**config.mk**
```make
export PLATFORM = sky130hd
export DESIGN_NAME = heatmap_false_color_mapper_core
export DESIGN_NICKNAME = d
export VERILOG_FILES = /design/src/rtl/hfcm_pkg.sv /design/src/rtl/hfcm_div_cell.sv /design/src/rtl/hfcm_lerp.sv /design/src/rtl/heatmap_false_color_mapper_core.sv
export SDC_FILE = /design/constraint.sdc
export NUM_CORES = 2
export LEC_CHECK = 0
export BUFFER_PORTS_ARGS = -buffer_cell sky130_fd_sc_hd__buf_2
export CAP_MARGIN = 20
export CELL_PAD_IN_SITES_DETAIL_PLACEMENT = 1
export CELL_PAD_IN_SITES_GLOBAL_PLACEMENT = 1
export CORE_ASPECT_RATIO = 1.4
export CORE_MARGIN = 2
export CORE_UTILIZATION = 45
export CTS_CLUSTER_SIZE = 20
export DETAILED_ROUTE_END_ITERATION = 8
export PLACE_DENSITY = 0.78
export REMOVE_ABC_BUFFERS = 1
export SLEW_MARGIN = 20
export SYNTH_ARGS = -nofsm -noshare
export SYNTH_HDL_FRONTEND = slang
export SYNTH_SLANG_ARGS = --single-unit
```
**constraint.sdc**
```tcl
create_clock -name clk -period 12.2 [get_ports clk]
set_clock_uncertainty 0.15 [all_clocks]
set_input_delay 1.22 -clock clk [delete_from_list [all_inputs] [get_ports clk]]
set_output_delay 1.22 -clock clk [all_outputs]
set_load 0.1 [all_outputs]
```
**src/rtl/hfcm_pkg.sv**
```systemverilog
// Shared types and constants for the heatmap false-color mapper.
package hfcm_pkg;

	localparam int unsigned VAL_W     = 16;
	localparam int unsigned CFG_IDX_W = 2;
	localparam int unsigned Q_W       = 16;
	localparam int unsigned T_W       = Q_W + 1;
	localparam int unsigned CH_W      = 8;
	localparam int unsigned LUM_W     = 18;

	localparam int unsigned DIV_STAGES = Q_W;

	localparam logic [CFG_IDX_W-1:0] REG_RANGE_LOW  = 2'd0;
	localparam logic [CFG_IDX_W-1:0] REG_RANGE_HIGH = 2'd1;

	localparam logic [VAL_W-1:0] RANGE_LOW_RST  = 16'd0;
	localparam logic [VAL_W-1:0] RANGE_HIGH_RST = 16'd1000;

	localparam logic [T_W-1:0] T_ONE  = 17'd65536;
	localparam logic [T_W-1:0] T_SEG1 = 17'd16384;
	localparam logic [T_W-1:0] T_SEG2 = 17'd32768;
	localparam logic [T_W-1:0] T_SEG3 = 17'd49152;

	localparam logic [LUM_W-1:0] LUM_R     = 18'd299;
	localparam logic [LUM_W-1:0] LUM_G     = 18'd587;
	localparam logic [LUM_W-1:0] LUM_B     = 18'd114;
	// floor(sum / 1000) > 150 holds exactly when sum >= 151000
	localparam logic [LUM_W-1:0] LUM_LIMIT = 18'd151000;

	localparam logic [CH_W-1:0] STOP_R [5] = '{8'd30, 8'd20, 8'd20, 8'd230, 8'd220};
	localparam logic [CH_W-1:0] STOP_G [5] = '{8'd60, 8'd170, 8'd170, 8'd200, 8'd40};
	localparam logic [CH_W-1:0] STOP_B [5] = '{8'd200, 8'd190, 8'd60, 8'd0, 8'd30};

	// One item travelling down the divider chain.
	typedef struct packed {
		logic [Q_W-1:0] rem;
		logic [Q_W-1:0] den;
		logic [Q_W-1:0] quot;
		logic           t_zero;
		logic           t_one;
	} div_t;

	// Interpolate one channel between stops a and b at fraction f (Q1.16).
	function automatic logic [CH_W-1:0] lerp_chan(
		input logic [CH_W-1:0] a,
		input logic [CH_W-1:0] b,
		input logic [T_W-1:0]  f
	);
		logic signed [CH_W:0]       d;
		logic signed [T_W+CH_W+1:0] prod;
		logic signed [T_W+CH_W+1:0] acc;
		d    = $signed({1'b0, b}) - $signed({1'b0, a});
		prod = $signed({1'b0, f}) * d;
		acc  = $signed({3'b000, a, 16'h0000}) + prod;
		return acc[16 +: CH_W];
	endfunction

endpackage

```
**src/rtl/hfcm_div_cell.sv**
```systemverilog
// One restoring-division cell: produces one quotient bit per item.
module hfcm_div_cell (
	input  logic          clk,
	input  logic          arst_n,
	input  logic          in_valid,
	output logic          in_ready,
	input  hfcm_pkg::div_t in_data,
	output logic          out_valid,
	input  logic          out_ready,
	output hfcm_pkg::div_t out_data
);
	import hfcm_pkg::*;

	logic           v_q;
	div_t           d_q;
	logic [Q_W:0]   rem2;
	logic           take;
	div_t           nxt;

	always_comb begin
		rem2 = {in_data.rem, 1'b0};
		take = rem2 >= {1'b0, in_data.den};
		nxt  = in_data;
		if (take) begin
			nxt.rem = Q_W'(rem2 - {1'b0, in_data.den});
		end else begin
			nxt.rem = rem2[Q_W-1:0];
		end
		nxt.quot = {in_data.quot[Q_W-2:0], take};
	end

	assign in_ready = !v_q || out_ready;

	always_ff @(posedge clk or negedge arst_n) begin
		if (!arst_n) begin
			v_q <= 1'b0;
		end else if (in_ready) begin
			v_q <= in_valid;
		end
	end

	always_ff @(posedge clk) begin
		if (in_ready && in_valid) begin
			d_q <= nxt;
		end
	end

	assign out_valid = v_q;
	assign out_data  = d_q;
endmodule

```
**src/rtl/hfcm_lerp.sv**
```systemverilog
// Segment select and per-channel linear interpolation stage.
module hfcm_lerp (
	input  logic                      clk,
	input  logic                      arst_n,
	input  logic                      in_valid,
	output logic                      in_ready,
	input  hfcm_pkg::div_t            in_data,
	output logic                      out_valid,
	input  logic                      out_ready,
	output logic [hfcm_pkg::CH_W-1:0] red,
	output logic [hfcm_pkg::CH_W-1:0] green,
	output logic [hfcm_pkg::CH_W-1:0] blue
);
	import hfcm_pkg::*;

	logic            v_q;
	logic [CH_W-1:0] r_q, g_q, b_q;
	logic [T_W-1:0]  t;
	logic [1:0]      seg;
	logic [2:0]      lo_i, hi_i;
	logic [T_W-1:0]  diff;
	logic [T_W-1:0]  f;

	always_comb begin
		if (in_data.t_one) begin
			t = T_ONE;
		end else if (in_data.t_zero) begin
			t = '0;
		end else begin
			t = {1'b0, in_data.quot};
		end
		// a t exactly on a stop stays in the lower segment
		if (t <= T_SEG1) begin
			seg = 2'd0;
		end else if (t <= T_SEG2) begin
			seg = 2'd1;
		end else if (t <= T_SEG3) begin
			seg = 2'd2;
		end else begin
			seg = 2'd3;
		end
		lo_i = {1'b0, seg};
		hi_i = lo_i + 3'd1;
		diff = t - {1'b0, seg, 14'h0000};
		f    = {diff[14:0], 2'b00};
	end

	assign in_ready = !v_q || out_ready;

	always_ff @(posedge clk or negedge arst_n) begin
		if (!arst_n) begin
			v_q <= 1'b0;
		end else if (in_ready) begin
			v_q <= in_valid;
		end
	end

	always_ff @(posedge clk) begin
		if (in_ready && in_valid) begin
			r_q <= lerp_chan(STOP_R[lo_i], STOP_R[hi_i], f);
			g_q <= lerp_chan(STOP_G[lo_i], STOP_G[hi_i], f);
			b_q <= lerp_chan(STOP_B[lo_i], STOP_B[hi_i], f);
		end
	end

	assign out_valid = v_q;
	assign red       = r_q;
	assign green     = g_q;
	assign blue      = b_q;
endmodule

```
**src/rtl/heatmap_false_color_mapper_core.sv**
```systemverilog
// Top level of the heatmap false-color mapper.
// Maps a signed 16-bit cell_value onto a five-stop blue-cyan-green-yellow-red
// gradient over the window [range_low, range_high] and returns 8-bit red,
// green and blue plus black_text (luminance above 150). The block takes one
// transaction per clock while the output is not stalled. An item passes the
// front register (clamp and subtract), a chain of restoring-division cells
// (one quotient bit per cell, which sets the depth), the interpolation
// stage and the output register with the luminance test. Every stage has
// its own valid bit and a ready that looks
// only at its neighbor, so bubbles collapse and new input keeps flowing while
// a finished result waits. Write range_low (index 0) and range_high (index 1)
// only while no transaction is in flight; other indexes are ignored. An empty
// or inverted range maps every value to the blue stop.
module heatmap_false_color_mapper_core (
	input  logic                           clk,
	input  logic                           arst_n,
	input  logic                           in_valid,
	output logic                           in_ready,
	input  logic signed [hfcm_pkg::VAL_W-1:0] cell_value,
	output logic                           out_valid,
	input  logic                           out_ready,
	output logic [hfcm_pkg::CH_W-1:0]      red,
	output logic [hfcm_pkg::CH_W-1:0]      green,
	output logic [hfcm_pkg::CH_W-1:0]      blue,
	output logic                           black_text,
	input  logic                           cfg_valid,
	output logic                           cfg_ready,
	input  logic [hfcm_pkg::CFG_IDX_W-1:0] cfg_index,
	input  logic [hfcm_pkg::VAL_W-1:0]     cfg_data
);
	import hfcm_pkg::*;

	// Configuration registers
	logic signed [VAL_W-1:0] range_low_q;
	logic signed [VAL_W-1:0] range_high_q;

	assign cfg_ready = 1'b1;

	always_ff @(posedge clk or negedge arst_n) begin
		if (!arst_n) begin
			range_low_q  <= RANGE_LOW_RST;
			range_high_q <= RANGE_HIGH_RST;
		end else if (cfg_valid && cfg_ready) begin
			case (cfg_index)
				REG_RANGE_LOW:  range_low_q  <= cfg_data;
				REG_RANGE_HIGH: range_high_q <= cfg_data;
				default: ;
			endcase
		end
	end

	// Front stage: clamp against the window and set up the division
	logic              inv_range;
	logic              at_low;
	logic              at_high;
	logic signed [VAL_W:0] num_w;
	logic signed [VAL_W:0] den_w;
	div_t              front;
	logic              v_s1;
	div_t              d_s1;

	always_comb begin
		inv_range = range_high_q <= range_low_q;
		at_low    = cell_value <= range_low_q;
		at_high   = cell_value >= range_high_q;
		num_w     = $signed({cell_value[VAL_W-1], cell_value})
		          - $signed({range_low_q[VAL_W-1], range_low_q});
		den_w     = $signed({range_high_q[VAL_W-1], range_high_q})
		          - $signed({range_low_q[VAL_W-1], range_low_q});
		front.t_zero = inv_range || at_low;
		front.t_one  = !inv_range && !at_low && at_high;
		front.quot   = '0;
		front.den    = den_w[Q_W-1:0];
		// zero the remainder on saturated items; the quotient is overridden anyway
		front.rem    = (front.t_zero || front.t_one) ? '0 : num_w[Q_W-1:0];
	end

	logic chain_ready [DIV_STAGES+1];
	logic chain_valid [DIV_STAGES+1];
	div_t chain_data  [DIV_STAGES+1];

	assign in_ready = !v_s1 || chain_ready[0];

	always_ff @(posedge clk or negedge arst_n) begin
		if (!arst_n) begin
			v_s1 <= 1'b0;
		end else if (in_ready) begin
			v_s1 <= in_valid;
		end
	end

	always_ff @(posedge clk) begin
		if (in_valid && in_ready) begin
			d_s1 <= front;
		end
	end

	assign chain_valid[0] = v_s1;
	assign chain_data[0]  = d_s1;

	// Divider chain: each cell resolves one quotient bit, MSB first
	for (genvar i = 0; i < DIV_STAGES; i++) begin : g_div
		hfcm_div_cell u_cell (
			.clk       (clk),
			.arst_n    (arst_n),
			.in_valid  (chain_valid[i]),
			.in_ready  (chain_ready[i]),
			.in_data   (chain_data[i]),
			.out_valid (chain_valid[i+1]),
			.out_ready (chain_ready[i+1]),
			.out_data  (chain_data[i+1])
		);
	end

	// Interpolation stage
	logic            lerp_valid;
	logic            lerp_ready;
	logic [CH_W-1:0] lerp_r, lerp_g, lerp_b;

	hfcm_lerp u_lerp (
		.clk       (clk),
		.arst_n    (arst_n),
		.in_valid  (chain_valid[DIV_STAGES]),
		.in_ready  (chain_ready[DIV_STAGES]),
		.in_data   (chain_data[DIV_STAGES]),
		.out_valid (lerp_valid),
		.out_ready (lerp_ready),
		.red       (lerp_r),
		.green     (lerp_g),
		.blue      (lerp_b)
	);

	// Output register with the luminance test
	logic [LUM_W-1:0] lum_sum;
	logic             out_v_q;
	logic [CH_W-1:0]  red_q, green_q, blue_q;
	logic             dark_q;

	assign lum_sum = LUM_R * LUM_W'(lerp_r) + LUM_G * LUM_W'(lerp_g)
	               + LUM_B * LUM_W'(lerp_b);

	assign lerp_ready = !out_v_q || out_ready;

	always_ff @(posedge clk or negedge arst_n) begin
		if (!arst_n) begin
			out_v_q <= 1'b0;
		end else if (lerp_ready) begin
			out_v_q <= lerp_valid;
		end
	end

	always_ff @(posedge clk) begin
		if (lerp_valid && lerp_ready) begin
			red_q   <= lerp_r;
			green_q <= lerp_g;
			blue_q  <= lerp_b;
			dark_q  <= lum_sum >= LUM_LIMIT;
		end
	end

	assign out_valid  = out_v_q;
	assign red        = red_q;
	assign green      = green_q;
	assign blue       = blue_q;
	assign black_text = dark_q;

	// A saturated item is either at the bottom or at the top, never both
	a_sat_excl: assert property (@(posedge clk) disable iff (!arst_n)
		v_s1 |-> !(d_s1.t_zero && d_s1.t_one))
		else $error("front stage marks an item both zero and one");

	// An inverted or empty window always yields the blue stop
	a_inv_blue: assert property (@(posedge clk) disable iff (!arst_n)
		(out_valid && (range_high_q <= range_low_q))
		|-> (red == 8'd30 && green == 8'd60 && blue == 8'd200 && !black_text))
		else $error("inverted range did not give the blue stop");

	// Input backpressure only comes from a full pipe held at the output
	a_stall_src: assert property (@(posedge clk) disable iff (!arst_n)
		!in_ready |-> (out_valid && !out_ready))
		else $error("input stalled without an output stall");

	// An output that is not taken is held
	a_out_hold: assert property (@(posedge clk) disable iff (!arst_n)
		(out_valid && !out_ready) |=> (out_valid && $stable(red) && $stable(black_text)))
		else $error("output transaction dropped while stalled");
endmodule
```
After elaboration in Yosys (flattened, before gate mapping). Memory sizes are Yosys's and may differ from the RTL's. Index checks and enable logic that the tools add are counted.

Flip-flop bits (word level): 782. Memory bits (read-only): 384. Input bits: 39. Output and inout port bits: 28. Logic and storage cells: 290. Memories kept: 6.

Add/sub/neg operators: 27. Multipliers: 6. Magnitude comparators: 25. Equality and inequality tests: 1. Mux-type cells: 32. Bitwise gates (word level): 2. Reductions and logical operators: 66.

Memory list: (name not given) (depth 8, width 8, read ports 1, clocked after Yosys merged registers in 0, wr ports 0, RTL line hfcm_lerp.sv:60) `r_q <= lerp_chan(STOP_R[lo_i], STOP_R[hi_i], f);`; (name not given) (depth 8, width 8, read ports 1, clocked after Yosys merged registers in 0, wr ports 0, RTL line hfcm_lerp.sv:62) `b_q <= lerp_chan(STOP_B[lo_i], STOP_B[hi_i], f);`; (name not given) (depth 8, width 8, read ports 1, clocked after Yosys merged registers in 0, wr ports 0, RTL line hfcm_lerp.sv:62); (name not given) (depth 8, width 8, read ports 1, clocked after Yosys merged registers in 0, wr ports 0, RTL line hfcm_lerp.sv:61) `g_q <= lerp_chan(STOP_G[lo_i], STOP_G[hi_i], f);`; (name not given) (depth 8, width 8, read ports 1, clocked after Yosys merged registers in 0, wr ports 0, RTL line hfcm_lerp.sv:60); (name not given) (depth 8, width 8, read ports 1, clocked after Yosys merged registers in 0, wr ports 0, RTL line hfcm_lerp.sv:61).

Operators by type and width (number): 17-bit by 16-bit greater-or-equal comparator with 1-bit output (16); 16-bit subtractor (17); 16-bit 2-to-1 mux (16); 8-bit 2-to-1 mux (12); 24-bit adder (3); 16-bit by 9-bit multiplier with 22-bit output (3); 17-bit by 16-bit less-or-equal comparator with 1-bit output (second input constant) (2); 16-bit less-or-equal comparator (2); 8-bit by 8-bit subtractor with 9-bit output (3); 1-bit logical AND (21); 1-bit logical NOT (21); 1-bit logical OR (21); 17-bit by 18-bit adder with 18-bit output (1); 18-bit by 15-bit adder with 18-bit output (1); 18-bit greater-or-equal comparator (second input constant) (1); 10-bit by 8-bit multiplier with 18-bit output (first input constant) (1); 17-bit by 15-bit less-or-equal comparator with 1-bit output (second input constant) (1); 9-bit by 8-bit multiplier with 17-bit output (first input constant) (1); 17-bit 2-to-1 mux (1); 16-bit greater-or-equal comparator (1); 15-bit subtractor (1); 6-bit by 8-bit multiplier with 14-bit output (first input constant) (1); 4-bit greater-or-equal comparator (second input constant) (2); 2-bit 2-to-1 mux (2); other kinds (7) (8).

Depth between registers and ports, before layout.
Word-level depth: 21. Gate-level depth with buffers: 40. Depth with buffers taken out: 37.

Hierarchy. A second synthesis with hierarchy kept.

Cells, all modules: 5454. Area, all modules: 63591.0 um^2.

Modules (own cells, without submodules): hfcm_div_cell (instances 16, cells an instance 208, area an instance 2668.8 um^2, sequential area each 1526.5 um^2); hfcm_lerp (instances 1, cells an instance 1251, area an instance 11698.7 um^2, sequential area each 745.7 um^2); heatmap_false_color_mapper_core (instances 1, cells an instance 875, area an instance 9191.3 um^2, sequential area each 2630.0 um^2).

Worst setup path after synthesis. Ideal clock, no wire load.

Path kind: reg-to-reg. Start point: register g_div[15].u_cell.d_q (netlist bit g_div[15].u_cell.out_data[4]). End point: register u_lerp.b_q[7] (netlist: u_lerp.blue[7]) (data pin). Library setup time: 0.268 ns. Arrival time: 8.206 ns. Required time: 11.782 ns. Setup slack: 3.576 ns. Stages on the path, launching flop included: 36. Buffers on the path: 1. Clock period less this slack: 8.624 ns. Path through: edfxtp_1 -> nor4_4 -> nand3_1 -> o21a_1 -> or3_4 -> a31oi_4 -> inv_6 -> ha_1 -> clkbuf_1 -> xnor2_1 -> nand2_1 -> fa_1 -> fa_1 -> inv_1 -> fa_1 -> fa_1 -> inv_1 -> fa_1 -> inv_1 -> ha_1 -> a21oi_1 -> o21ai_0 -> a41oi_1 -> o21ai_0 -> o21ai_0 -> nand2b_1 -> xor2_1 -> inv_1 -> fa_1 -> inv_1 -> a21o_1 -> a21oi_1 -> o21ai_0 -> xnor2_1 -> xnor2_1 -> xnor3_1.

Cells in the longest elaborated chain, start to end: 14. Elaborated cells on any way between the ends: 21. Those cells by class: 4 x add/sub; 1 x mul; 3 x order compare; 9 x mux; 2 x bitwise; 2 x memory.

RTL lines: start, declared (RTL line hfcm_div_cell.sv:15) `div_t d_q;`; start signal, assigned (RTL line hfcm_div_cell.sv:44) `d_q <= nxt;`; 16-bit 2-to-1 mux (*) (RTL line hfcm_lerp.sv:27) `end else if (in_data.t_zero) begin`; 17-bit 2-to-1 mux (*) (RTL line hfcm_lerp.sv:25) `if (in_data.t_one) begin`; 17-bit by 16-bit less-or-equal comparator with 1-bit output (RTL line hfcm_lerp.sv:37) `end else if (t <= T_SEG3) begin`; 1-bit 2-to-1 mux (RTL line hfcm_lerp.sv:37); 2-bit 2-to-1 mux (RTL line hfcm_lerp.sv:35) `end else if (t <= T_SEG2) begin`; 2-bit 2-to-1 mux (RTL line hfcm_lerp.sv:33) `if (t <= T_SEG1) begin`; 2-bit by 1-bit adder with 3-bit output (RTL line hfcm_lerp.sv:43) `hi_i = lo_i + 3'd1;`; 3-bit inverter with 4-bit output (not written as such) (RTL line hfcm_lerp.sv:62); memory read 8 x 8 bit; 8-bit 2-to-1 mux (not written as such) (2 in series) (RTL line hfcm_lerp.sv:62); 8-bit by 8-bit subtractor with 9-bit output (RTL line hfcm_pkg.sv:52) `d = $signed({1'b0, b}) - $signed({1'b0, a});`; 16-bit by 9-bit multiplier with 22-bit output (RTL line hfcm_pkg.sv:53) `prod = $signed({1'b0, f}) * d;`; 24-bit adder (*) (RTL line hfcm_pkg.sv:54) `acc = $signed({3'b000, a, 16'h0000}) + prod;`; end signal, assigned (RTL line hfcm_lerp.sv:62); end, declared (RTL line hfcm_lerp.sv:17) `logic [CH_W-1:0] r_q, g_q, b_q;`.

Every way passes the cells marked *; elsewhere a longest branch is shown, timed or not. The select of a mux whose other input is x is not followed. A chain may end at the register's enable or synchronous reset.

Worst setup path after layout.
Start point: register g_div[15].u_cell.d_q (netlist bit g_div[15].u_cell.out_data[0]). End point: register u_lerp.g_q[7] (netlist: u_lerp.green[7]) (data pin).

Cells in the longest elaborated chain, start to end: 13. Elaborated cells on any way between the ends: 20. Those cells by class: 4 x add/sub; 1 x mul; 3 x order compare; 8 x mux; 2 x bitwise; 2 x memory.

RTL lines (RTL line): 17-bit 2-to-1 mux (*) (hfcm_lerp.sv:25); 17-bit by 16-bit less-or-equal comparator with 1-bit output (hfcm_lerp.sv:37); 1-bit 2-to-1 mux (hfcm_lerp.sv:37); 2-bit 2-to-1 mux (hfcm_lerp.sv:35); 2-bit 2-to-1 mux (hfcm_lerp.sv:33); 2-bit by 1-bit adder with 3-bit output (hfcm_lerp.sv:43); 3-bit inverter with 4-bit output (not written as such) (hfcm_lerp.sv:61); memory read 8 x 8 bit; 8-bit 2-to-1 mux (not written as such) (2 in series) (hfcm_lerp.sv:61); 8-bit by 8-bit subtractor with 9-bit output (hfcm_pkg.sv:52); 16-bit by 9-bit multiplier with 22-bit output (hfcm_pkg.sv:53); 24-bit adder (*) (hfcm_pkg.sv:54); end signal, assigned (hfcm_lerp.sv:61); end, declared (hfcm_lerp.sv:17).

Marks and branches as above.

==> qor.yml <==
outcome:
  status: "finished clean"
synthesis:
  synth_cell_types: 97
  yosys-top-cells-area: "edfxtp_1 (40%), ha_1 (14%), fa_1 (12%), inv_1 (5.3%), mux2_2 (2.8%)"
  async_reset_ff_share_pct: 6.52
  synth.ff_latch_count: 782
  avgSynthCellArea_sq_um: 11.2
  synth_top_cells_by_count: "inv_1 (784), edfxtp_1 (731), ha_1 (601)"
  synth_area_leader_cell: "edfxtp_1"
  synth_most_common_cell: "inv_1"
  ys_seq_area_share_pct: 42.1
  syn_inst: 4952
  synth_edf_count: 731
  netlist_area_sq_um: 55300
  synth_ff_type: "edfxtp_1"
  yosysWarnings: 0
  synth_top_area_share_pct: 39.7
timing:
  post-route-period-util_pct: 82.3
  slew_headroom_pct: 29.0
  fin_setup_tns_ps: 0
  rsz0062_at_grt: "false"
  hold_violations: 0
  min_period_ps: 10040
  holdWs_ps: 245
  tightest_slew_ps: 1070
  setup_violations: 0
  final_max_slew_viol_count: 0
  fmax_mhz: 99.6
clock_tree:
  post_cts_resized: 0
  cts-root-buf: "clkbuf_16"
  cts.clk_slew.worst_paths_ps: 70
  cts_tree: "yes"
  h-tree-depth: 3
  insertion_delay_ps: 680
  numCtsBuffers: 82
  clock_path_buffers: 3
  hold_buffers: 0
  cts.sinks: 782
  post_cts_buffers: 0
drt:
  drt-initial-drc-count: 1624
  viasPerCell: 5.55
  wire_per_inst_microns: 21.2
  vias: 37600
  firstDrtPassIters: 5
  drc_errors: 0
  routed_wl_mm: 144
  drtAntennaViolNets: 0
critical_path:
  crit_path_max_fanout: 38
  cp_slowest_cell: "clkinv_1"
  end_kind: "register"
  worstSetupPathType: "reg -> reg"
  max_stage_delay_ps: 630
  cp.required_ps: 12440
  crit_path_start_kind: "register"
  cpMostUsedCell: "fa_1"
  crit_arrival_ps: 10290
global_routing:
  grt_pass1_wl_mm: 227
  grt_max_degree: 52
  grtUsageTotal_pct: 23.2
  grt_pass1_vias: 41900
  antenna_found_initial: 0
  grt.overflow.total: 0
finish:
  ff_latch_area_sq_um: 23200
  syn_to_final_growth_pct: 9.66
  layout-drive-gt1-share_pct: 8.33
  multi_input_area_sq_um: 29000
  postLayoutCoreUtil_pct: 49.5
  fill_cells: 13000
  fin_nets: 6056
  n_antenna_cell: 0
  final_cells: 6779
placed_design:
  dp_cells: 6624
  port_buffers: 65
  gp_congestion: 0.904
  dp_hpwl_mm: 116
die:
  start_util_pct: 45.2
  die_x_microns: 300
  row_count: 152
  io-pin-count: 67
  chipHeight_microns: 419
  die_area_sq_um: 126000
  core_area_sq_um: 122000
min_path:
  hold_class: "reg -> reg"
run:
  max_cap_violations: 0
path summary, 6_finish.rpt:
| kind | from | to | cells after the start | slack (ps) |
|---|---|---|---|---|
| worst max register to register | g_div[15].u_cell.out_data[0]$_DFFE_PP_ | u_lerp.green[7]$_DFFE_PP_ | 31 | 2160 |
| worst min register to register | g_div[5].u_cell.out_data[3]$_DFFE_PP_ | g_div[6].u_cell.out_data[4]$_DFFE_PP_ | 0 | 250 |
| worst min-delay path | g_div[5].u_cell.out_data[3]$_DFFE_PP_ | g_div[6].u_cell.out_data[4]$_DFFE_PP_ | 0 | 250 |
| min in group asynchronous | arst_n | range_high_q[13]$_DFFE_PN0P_ | 2 | 550 |
| worst max-delay path | g_div[15].u_cell.out_data[0]$_DFFE_PP_ | u_lerp.green[7]$_DFFE_PP_ | 31 | 2160 |
| max in group asynchronous | arst_n | g_div[12].u_cell.out_valid$_DFFE_PN0P_ | 2 | 10800 |
worst max-delay path, delay by kind of cell (launching register included):
| family | cells | cell delay, ps |
|---|---|---|
| adders and majority gates | 8 | 3690 |
| and+or+nand+nor | 5 | 1490 |
| AOI/OAI and AO/OA | 11 | 2230 |
| xor gates and xnor gates | 1 | 160 |
| DFF | 1 | 500 |
| buffers and inverters | 6 | 1540 |
per-layer routing:
layer	vias to the layer above	global-route usage [%]	wire (microns)
met5	-	0	0
met4	0	16.6	11300
met3	452	2.50	4110
met2	778	45.6	80700
met1	18900	21.9	47900
li1	17500	-	-
cells by family after synthesis:
group | share of synthesized area (%)
and+or+nand+nor | 10.1
adders and majority gates | 25.3
buffers and inverters | 5.90
AOI/OAI and AO/OA | 9.82
DFF | 42.1
xor gates and xnor gates | 3.67
muxes | 3.12
other | 0.0136
placed cells by master, fill, tap and decap left out, types with 16 or more instances in the layout:
cell type    n
a211oi_1    27
a21boi_0    21
a21o_1      48
a21oi_1    211
a31oi_1     18
and2_1      20
and3_1      39
buf_2       65
buf_4       25
clkbuf_1    16
clkbuf_16   82
clkinv_1    17
conb_1      30
dfrtp_1     45
edfxtp_1   731
fa_1       322
ha_1       601
inv_1      784
mux2_2     136
mux2i_1     18
nand2_1    275
nand2b_1    47
nand3_1     68
nand4_1     50
nor2_1     404
nor2b_1     66
nor3_1      88
nor4_1      19
o211ai_1    31
o21a_1      79
o21ai_0    192
o31a_1      21
o31ai_1     23
or2_2       16
or3_1       34
xnor2_1    158
xor2_1      71
flip-flops by register name (all words and copies together) (netlist names), 16 cells and up:
| name | count |
|---|---|
| g_div.u_cell.out_data | 648 |
| range_low_q | 16 |
| g_div.u_cell.out_valid | 16 |
| chain_data | 34 |
| range_high_q | 16 |
area by class of cell:
cell class              count  area share, %
multi-input cells        3344           47.8
clock buffers             110           3.76
flip-flops and latches    782           38.3
well taps                1617           3.34
inverters                 790           4.90
repair buffers             94          0.979
clock inverters            42          0.847
stage by stage:
step                cell area (sq um)  worst slack [ps]
floorplan                       55100              2780
global placement                57700              2520
detailed placement              57700              2240
CTS                             60500              2200
global route                    60600              1460
finish                          60600              2160
Power is not shown: default switching activity piles up to over one toggle a cycle in this logic, so the estimate is an artifact.
